$ cat src/hw/rtl/dq_pkg.sv
package dq_pkg;

    localparam int unsigned CMD_W  = 3;
    localparam int unsigned DATA_W = 32;
    localparam int unsigned STAT_W = 2;
    localparam int unsigned OCC_W  = 7;

    typedef enum logic [CMD_W-1:0] {
        CMD_PUSH_BACK  = 3'd0,
        CMD_PUSH_FRONT = 3'd1,
        CMD_DUMP       = 3'd2,
        CMD_POP_FRONT  = 3'd3,
        CMD_POP_BACK   = 3'd4
    } cmd_e_t;

    typedef enum logic [STAT_W-1:0] {
        STAT_OK    = 2'd0,
        STAT_EMPTY = 2'd1,
        STAT_FULL  = 2'd2
    } status_t;

    typedef enum logic {
        S_IDLE,
        S_DUMP
    } state_t;

    // Commands from the controller to the datapath.
    typedef struct packed {
        logic exec;          // Carry out a single-result command from the input.
        logic rd_issue;      // Read the next dump slot from the ring memory.
        logic out_load_dump; // Move the read word into the output register.
    } ctrl_cmd_t;

    // Status from the datapath to the controller.
    typedef struct packed {
        logic empty;
        logic more;          // Dump words remain to be read.
        logic rd_pending;    // A read word waits for the output register.
        logic rd_last;       // The pending read word is the final one.
        logic out_free;      // The output register can take a word this cycle.
    } dp_status_t;

endpackage

$ cat src/hw/rtl/dq_ctrl.sv
module dq_ctrl (
    input  logic                        clk,
    input  logic                        rst_n,
    input  logic                        in_valid,
    output logic                        in_ready,
    input  logic [dq_pkg::CMD_W-1:0]    command,
    input  dq_pkg::dp_status_t          dp_status,
    output dq_pkg::ctrl_cmd_t           ctrl_cmd
);

    dq_pkg::state_t state_reg;
    dq_pkg::state_t state_next;
    logic           is_dump;
    logic           accept;

    assign is_dump = (dq_pkg::cmd_e_t'(command) == dq_pkg::CMD_DUMP);
    assign accept  = in_valid && in_ready;

    always_ff @(posedge clk or negedge rst_n)
    begin
        if (!rst_n)
        begin
            state_reg <= dq_pkg::S_IDLE;
        end
        else
        begin
            state_reg <= state_next;
        end
    end

    always_comb
    begin
        state_next = state_reg;
        case (state_reg)
            dq_pkg::S_IDLE:
            begin
                if (accept && is_dump && !dp_status.empty)
                begin
                    state_next = dq_pkg::S_DUMP;
                end
            end
            dq_pkg::S_DUMP:
            begin
                if (dp_status.rd_pending && dp_status.out_free && dp_status.rd_last)
                begin
                    state_next = dq_pkg::S_IDLE;
                end
            end
            default:
            begin
                state_next = dq_pkg::S_IDLE;
            end
        endcase
    end

    always_comb
    begin
        in_ready               = 1'b0;
        ctrl_cmd.exec          = 1'b0;
        ctrl_cmd.rd_issue      = 1'b0;
        ctrl_cmd.out_load_dump = 1'b0;
        case (state_reg)
            dq_pkg::S_IDLE:
            begin
                in_ready = dp_status.out_free;
                if (in_valid && dp_status.out_free)
                begin
                    // A dump of a non-empty queue starts by reading the front slot.
                    if (is_dump && !dp_status.empty)
                    begin
                        ctrl_cmd.rd_issue = 1'b1;
                    end
                    else
                    begin
                        ctrl_cmd.exec = 1'b1;
                    end
                end
            end
            dq_pkg::S_DUMP:
            begin
                ctrl_cmd.out_load_dump = dp_status.rd_pending && dp_status.out_free;
                ctrl_cmd.rd_issue      = dp_status.more
                                         && (!dp_status.rd_pending || dp_status.out_free);
            end
            default:
            begin
                in_ready = 1'b0;
            end
        endcase
    end

endmodule

$ cat src/hw/rtl/dq_datapath.sv
module dq_datapath #(
    parameter int unsigned DEPTH = 64
) (
    input  logic                               clk,
    input  logic                               rst_n,
    input  logic [dq_pkg::CMD_W-1:0]           command,
    input  logic signed [dq_pkg::DATA_W-1:0]   value,
    input  dq_pkg::ctrl_cmd_t                  ctrl_cmd,
    output dq_pkg::dp_status_t                 dp_status,
    input  logic                               out_ready,
    output logic                               out_valid,
    output logic [dq_pkg::STAT_W-1:0]          status,
    output logic signed [dq_pkg::DATA_W-1:0]   item,
    output logic [dq_pkg::OCC_W-1:0]           occupancy,
    output logic                               last
);

    localparam int unsigned IW = (DEPTH > 1) ? $clog2(DEPTH) : 1;
    localparam int unsigned CW = $clog2(DEPTH + 1);
    localparam int unsigned SW = CW + 1;

    logic [dq_pkg::DATA_W-1:0] slots [DEPTH];

    logic [IW-1:0]             front_reg;
    logic [IW-1:0]             front_next;
    logic [CW-1:0]             count_reg;
    logic [CW-1:0]             count_next;
    logic [CW-1:0]             k_reg;
    logic [CW-1:0]             k_next;
    logic                      rd_pending_reg;
    logic                      rd_pending_next;
    logic                      rd_last_reg;
    logic                      rd_last_next;
    logic [dq_pkg::DATA_W-1:0] rd_data_reg;

    logic                      out_valid_reg;
    logic                      out_valid_next;
    dq_pkg::status_t           status_reg;
    dq_pkg::status_t           status_next;
    logic [dq_pkg::DATA_W-1:0] item_reg;
    logic [dq_pkg::DATA_W-1:0] item_next;
    logic [CW-1:0]             occ_reg;
    logic [CW-1:0]             occ_next;
    logic                      last_reg;
    logic                      last_next;

    logic                      full;
    logic                      empty;
    logic                      out_free;
    logic [IW-1:0]             front_dec;
    logic [IW-1:0]             front_inc;
    logic [SW-1:0]             back_sum;
    logic [IW-1:0]             back_addr;
    logic [SW-1:0]             rd_sum;
    logic [IW-1:0]             rd_addr;
    logic                      wr_en;
    logic [IW-1:0]             wr_addr;

    assign full     = (count_reg == CW'(DEPTH));
    assign empty    = (count_reg == '0);
    assign out_free = !out_valid_reg || out_ready;

    assign front_dec = (front_reg == '0) ? IW'(DEPTH - 1) : front_reg - IW'(1);
    assign front_inc = (front_reg == IW'(DEPTH - 1)) ? '0 : front_reg + IW'(1);

    // Sums stay below twice the depth, so one conditional subtract wraps them.
    assign back_sum  = SW'(front_reg) + SW'(count_reg);
    assign back_addr = (back_sum >= SW'(DEPTH)) ? IW'(back_sum - SW'(DEPTH)) : IW'(back_sum);
    assign rd_sum    = SW'(front_reg) + SW'(k_reg);
    assign rd_addr   = (rd_sum >= SW'(DEPTH)) ? IW'(rd_sum - SW'(DEPTH)) : IW'(rd_sum);

    assign dp_status.empty      = empty;
    assign dp_status.more       = (k_reg < count_reg);
    assign dp_status.rd_pending = rd_pending_reg;
    assign dp_status.rd_last    = rd_last_reg;
    assign dp_status.out_free   = out_free;

    always_comb
    begin
        front_next      = front_reg;
        count_next      = count_reg;
        k_next          = k_reg;
        rd_pending_next = rd_pending_reg;
        rd_last_next    = rd_last_reg;
        wr_en           = 1'b0;
        wr_addr         = back_addr;
        out_valid_next  = out_valid_reg && !out_ready;
        status_next     = status_reg;
        item_next       = item_reg;
        occ_next        = occ_reg;
        last_next       = last_reg;

        if (ctrl_cmd.out_load_dump)
        begin
            rd_pending_next = 1'b0;
            out_valid_next  = 1'b1;
            status_next     = dq_pkg::STAT_OK;
            item_next       = rd_data_reg;
            occ_next        = count_reg;
            last_next       = rd_last_reg;
            if (rd_last_reg)
            begin
                k_next = '0;
            end
        end

        if (ctrl_cmd.rd_issue)
        begin
            rd_pending_next = 1'b1;
            rd_last_next    = (k_reg + CW'(1) == count_reg);
            k_next          = k_reg + CW'(1);
        end

        if (ctrl_cmd.exec)
        begin
            out_valid_next = 1'b1;
            status_next    = dq_pkg::STAT_OK;
            item_next      = '0;
            last_next      = 1'b1;
            case (dq_pkg::cmd_e_t'(command))
                dq_pkg::CMD_PUSH_BACK:
                begin
                    if (full)
                    begin
                        status_next = dq_pkg::STAT_FULL;
                    end
                    else
                    begin
                        wr_en      = 1'b1;
                        wr_addr    = back_addr;
                        count_next = count_reg + CW'(1);
                    end
                end
                dq_pkg::CMD_PUSH_FRONT:
                begin
                    if (full)
                    begin
                        status_next = dq_pkg::STAT_FULL;
                    end
                    else
                    begin
                        wr_en      = 1'b1;
                        wr_addr    = front_dec;
                        front_next = front_dec;
                        count_next = count_reg + CW'(1);
                    end
                end
                dq_pkg::CMD_DUMP:
                begin
                    // Only an empty dump comes here; a non-empty one streams.
                    status_next = dq_pkg::STAT_EMPTY;
                end
                dq_pkg::CMD_POP_FRONT:
                begin
                    if (empty)
                    begin
                        status_next = dq_pkg::STAT_EMPTY;
                    end
                    else
                    begin
                        front_next = front_inc;
                        count_next = count_reg - CW'(1);
                    end
                end
                dq_pkg::CMD_POP_BACK:
                begin
                    if (empty)
                    begin
                        status_next = dq_pkg::STAT_EMPTY;
                    end
                    else
                    begin
                        count_next = count_reg - CW'(1);
                    end
                end
                default:
                begin
                    status_next = dq_pkg::STAT_OK;
                end
            endcase
            occ_next = count_next;
        end
    end

    always_ff @(posedge clk or negedge rst_n)
    begin
        if (!rst_n)
        begin
            front_reg      <= '0;
            count_reg      <= '0;
            k_reg          <= '0;
            rd_pending_reg <= 1'b0;
            rd_last_reg    <= 1'b0;
            out_valid_reg  <= 1'b0;
        end
        else
        begin
            front_reg      <= front_next;
            count_reg      <= count_next;
            k_reg          <= k_next;
            rd_pending_reg <= rd_pending_next;
            rd_last_reg    <= rd_last_next;
            out_valid_reg  <= out_valid_next;
        end
    end

    always_ff @(posedge clk)
    begin
        status_reg <= status_next;
        item_reg   <= item_next;
        occ_reg    <= occ_next;
        last_reg   <= last_next;
    end

    always_ff @(posedge clk)
    begin
        if (wr_en)
        begin
            slots[wr_addr] <= value;
        end
        if (ctrl_cmd.rd_issue)
        begin
            rd_data_reg <= slots[rd_addr];
        end
    end

    assign out_valid = out_valid_reg;
    assign status    = status_reg;
    assign item      = item_reg;
    assign occupancy = dq_pkg::OCC_W'(occ_reg);
    assign last      = last_reg;

endmodule

$ cat src/hw/rtl/double_ended_queue.sv
// Double-ended queue of signed 32-bit words in a ring memory of DEPTH slots.
// A push, a pop, an empty dump or an unused command code yields a single
// registered word; outside a dump the input is ready whenever the output
// register is empty or is being read. A dump of n stored words streams them
// front to back at one word per cycle while the receiver keeps taking them,
// each word passing the registered read port of the ring memory and then the
// output register, and blocks new commands until its last word is loaded there.
// A push on a full queue is refused with a full status, and a pop or dump on
// an empty queue reports empty. The memory needs no clearing after reset.
module double_ended_queue #(
    parameter int unsigned DEPTH = 64
) (
    input  logic                               clk,
    input  logic                               rst_n,
    input  logic                               in_valid,
    output logic                               in_ready,
    input  logic [dq_pkg::CMD_W-1:0]           command,
    input  logic signed [dq_pkg::DATA_W-1:0]   value,
    output logic                               out_valid,
    input  logic                               out_ready,
    output logic [dq_pkg::STAT_W-1:0]          status,
    output logic signed [dq_pkg::DATA_W-1:0]   item,
    output logic [dq_pkg::OCC_W-1:0]           occupancy,
    output logic                               last
);

    dq_pkg::ctrl_cmd_t  ctrl_cmd;
    dq_pkg::dp_status_t dp_status;

    dq_ctrl u_ctrl (
        .clk       (clk),
        .rst_n     (rst_n),
        .in_valid  (in_valid),
        .in_ready  (in_ready),
        .command   (command),
        .dp_status (dp_status),
        .ctrl_cmd  (ctrl_cmd)
    );

    dq_datapath #(
        .DEPTH (DEPTH)
    ) u_datapath (
        .clk       (clk),
        .rst_n     (rst_n),
        .command   (command),
        .value     (value),
        .ctrl_cmd  (ctrl_cmd),
        .dp_status (dp_status),
        .out_ready (out_ready),
        .out_valid (out_valid),
        .status    (status),
        .item      (item),
        .occupancy (occupancy),
        .last      (last)
    );

endmodule

$ cat config.mk
export PLATFORM = sky130hd
export DESIGN_NAME = double_ended_queue
export DESIGN_NICKNAME = d
export VERILOG_FILES = /design/src/hw/rtl/dq_pkg.sv /design/src/hw/rtl/dq_ctrl.sv /design/src/hw/rtl/dq_datapath.sv /design/src/hw/rtl/double_ended_queue.sv
export SDC_FILE = /design/constraint.sdc
export NUM_CORES = 2
export LEC_CHECK = 0
export BUFFER_PORTS_ARGS = -buffer_cell sky130_fd_sc_hd__buf_2
export CAP_MARGIN = 10
export CORE_ASPECT_RATIO = 1.75
export CORE_MARGIN = 5
export CORE_UTILIZATION = 50
export DETAILED_ROUTE_END_ITERATION = 6
export PLACE_DENSITY_LB_ADDON = 0.1
export REMOVE_ABC_BUFFERS = 1
export SLEW_MARGIN = 30
export SYNTH_ARGS = -nofsm -noshare
export SYNTH_HDL_FRONTEND = slang
export SYNTH_HIERARCHICAL = 1
export SYNTH_SLANG_ARGS = --single-unit
$ cat constraint.sdc
create_clock -name clk -period 4.8 [get_ports clk]
set_input_delay 0.24 -clock clk [delete_from_list [all_inputs] [get_ports clk]]
set_output_delay 0.24 -clock clk [all_outputs]
set_load 0.02 [all_outputs]
==> flow_summary.json <==
{
  "numClockSinks": 2146,
  "clock_skew_ps": 44.99,
  "synth_commonest_cells": "2089 x edfxtp_1, 512 x mux4_2, 348 x nand2_1, 259 x nor2_1, 129 x a21oi_1",
  "setup_viol": 0,
  "wl_per_cell_um": 32.08,
  "path_cells": "inv_1, ha_1, nor3b_2, nand2_1, nor2_1, nor4b_4, nor3_2, or3b_4, a31oi_4, nand2_4, mux2i_1, nor2b_1, nand2_1, nor2_4, buf_12",
  "synth_most_common_cell": "edfxtp_1",
  "maxSlewViolCount": 0,
  "crit_buf_inv": 2,
  "synth_flop_cell": "edfxtp_1",
  "worst_pin_slew_ps": 990.1,
  "leakagePower_nw": 30.39,
  "rr_startpoint": "u_datapath/count_reg[1]$_DFFE_PN0P_",
  "core_um2": 167600,
  "portBuffers": 82,
  "max_cap_viol_count": 0,
  "slowest_delay_ps": 490,
  "path_common_cell": "nand2_1",
  "placed_area_um2": 89450,
  "critPathKind": "reg2reg",
  "first_pass_iters": 7,
  "post_drt_via_cell_ratio": 6.114,
  "syn_area_um2": 83890,
  "fin_ws_ps": 227.1,
  "die-area_um2": 176400,
  "worst-path-max-fanout": 24,
  "syn_avg_cell_area_um2": 20.02,
  "dp_slack_ps": 217.9,
  "period_share": 0.9527,
  "grt_pass1_wl_mm": 315.0,
  "peakVddDrop_mv": 0.7334,
  "largest_register_ffs": 2048,
  "slowest_stage": "dfrtp_1",
  "rows": 199,
  "hold_violations": 0,
  "cts_made_buffers": 192,
  "slew_headroom": 0.3400,
  "track_usage": 0.2469,
  "synth_top_area_frac": 0.7478,
  "grt_max_degree": 109,
  "clk_pin_slew_worst_paths_ps": 60,
  "hold_slack_ps": 36.63,
  "synth_cells": 4190,
  "regArea_um2": 63990,
  "r2r-end": "u_datapath/slots[38][31]$_DFFE_PP_",
  "start_kind": "flop",
  "drive_gt1_frac": 0.2649,
  "drcViolationCount": 2,
  "htree_levels": 4,
  "drtIter0Drc": 4248,
  "critPathCaptureType": "flop",
  "startpoint": "u_datapath/count_reg[1]$_DFFE_PN0P_",
  "synth_cell_types": 71,
  "cp.arrival_ps": 5080,
  "critical_path_depth": 15,
  "multiInputGateArea_um2": 19310,
  "synth_edf_count": 2089,
  "post-route-cell-area_um2": 95750,
  "max_freq_mhz": 218.7,
  "die-height_um": 551.9,
  "status": "finished, violations left",
  "area_growth_syn_to_layout_pct": 14.14,
  "initial_core_util": 0.5006,
  "clockBufferDepth": 4,
  "powerDensity_nw_per_um2": 759.1,
  "grt_pass1_vias": 42810,
  "synth_warnings": 6,
  "synth_area_leaders": "edfxtp_1 75%, mux4_2 14%, nand2_1 1.6%",
  "hpwl_mm": 137.1,
  "worst-r2r-cell-count": 15,
  "synthArstFlopShare": 0.01118,
  "finalCriticalPeriod_ps": 4573,
  "wl_mm": 218.7,
  "cp_data_required_time_ps": 5300,
  "violations": "DRC",
  "die_w_um": 319.6,
  "gp_congestion": 0.8633,
  "vias": 41680,
  "antenna_found_initial": 4,
  "clkLatencyLatePin_ps": 830,
  "ys_ff_latch": 2146,
  "postRouteAntennaNets": 0,
  "hp-class": "in2reg",
  "cts_tree": "done",
  "r2r_setup_slack_ps": 230,
  "crit_family": "simple AND/OR/NAND/NOR gates",
  "synth-seq-area-share": 0.7628,
  "fin_nets": 4527,
  "fillers": 12410,
  "root_buffer": "clkbuf_16",
  "yosys.area.top_type": "edfxtp_1",
  "io_pins": 83,
  "grt_overflow": 0,
  "cp-endpoint": "u_datapath/slots[38][31]$_DFFE_PP_"
}
[repair_timing]
action,4_1_cts,5_1_grt
gates resized for setup,0,4
buffers inserted,0,2
setup endpoints to repair,0,227
hold buffers,11,0
endpoints found under the hold margin,37,0
[stage by stage]
stage | util | cells | setup TNS, ps | power (mW)
floorplan | - | 3945 | -4806740 | 32.25
global placement | 0.5336 | 6465 | 0 | 58.06
detailed placement | 0.5338 | 6466 | 0 | 58.18
CTS | 0.5712 | 6814 | 0 | 73.50
global route | 0.5714 | 6817 | -12.23 | 75.91
finish | 0.5714 | 6817 | 0 | 72.68
[metal layers]
metal,vias up,track usage,wire length [um]
li1,17560,-,-
met1,22460,0.3177,83430
met2,1347,0.4481,118000
met3,319,0.02541,9938
met4,0,0.07480,7252
met5,-,0,0
[cell families after synthesis]
kind of cell | synth area share
flip-flops | 0.7628
XOR/XNOR | 0.002789
buffers and inverters | 0.01421
adder cells (fa/ha/maj) | 0.004057
multiplexers | 0.1461
AO/OA/AOI/OAI | 0.02246
AND/OR/NAND/NOR | 0.04756
[where the power goes]
part | leakage [nW] | internal (mW) | switching, mW
clock | 2.99 | 8.71 | 6.59
sequential | 19.4 | 21.4 | 0.476
combinational | 8.03 | 14.2 | 21.3
[how the worst min path moves through the flow]
stage	from	endpoint	slack [ps]	depth (start not counted)
floorplan	rst_n	u_ctrl/state_reg$_DFF_PN0_	-60	0
global placement	rst_n	u_datapath/count_reg[6]$_DFFE_PN0P_	310	1
detailed placement	rst_n	u_datapath/count_reg[6]$_DFFE_PN0P_	300	1
CTS	value[31]	u_datapath/slots[14][31]$_DFFE_PP_	40	1
global route	value[31]	u_datapath/slots[0][31]$_DFFE_PP_	60	1
finish	value[31]	u_datapath/slots[0][31]$_DFFE_PP_	40	1
[area by class of cell]
class,instances,area share
inverter,16,0.0006272
clock inverter,96,0.01032
antenna,1,0.00002613
multi-input combinational,1783,0.2017
clock buffer,241,0.05386
tap,2211,0.02889
sequential,2146,0.6683
timing repair buffer,323,0.03631
[worst register-to-register path, delay by kind of cell, from the launching register on]
family          cells  cell delay (ps)
simple gates       10             2480
flops               1              490
buf+inv             2              410
mux                 1              390
compound gates      1              310
fa+ha+maj           1              170
[cell usage in the layout, fill, tap and decap left out, types with 48 or more instances in the layout]
cell       count
clkbuf_16    199
nand2_1      347
buf_12        96
edfxtp_1    2089
nor2_1       194
a21oi_1      129
nor2_4        67
buf_2         79
nand3_1       80
mux4_2       512
clkinv_1      48
mux2i_1       69
buf_4        136
Power figures use the tool's default switching activity.
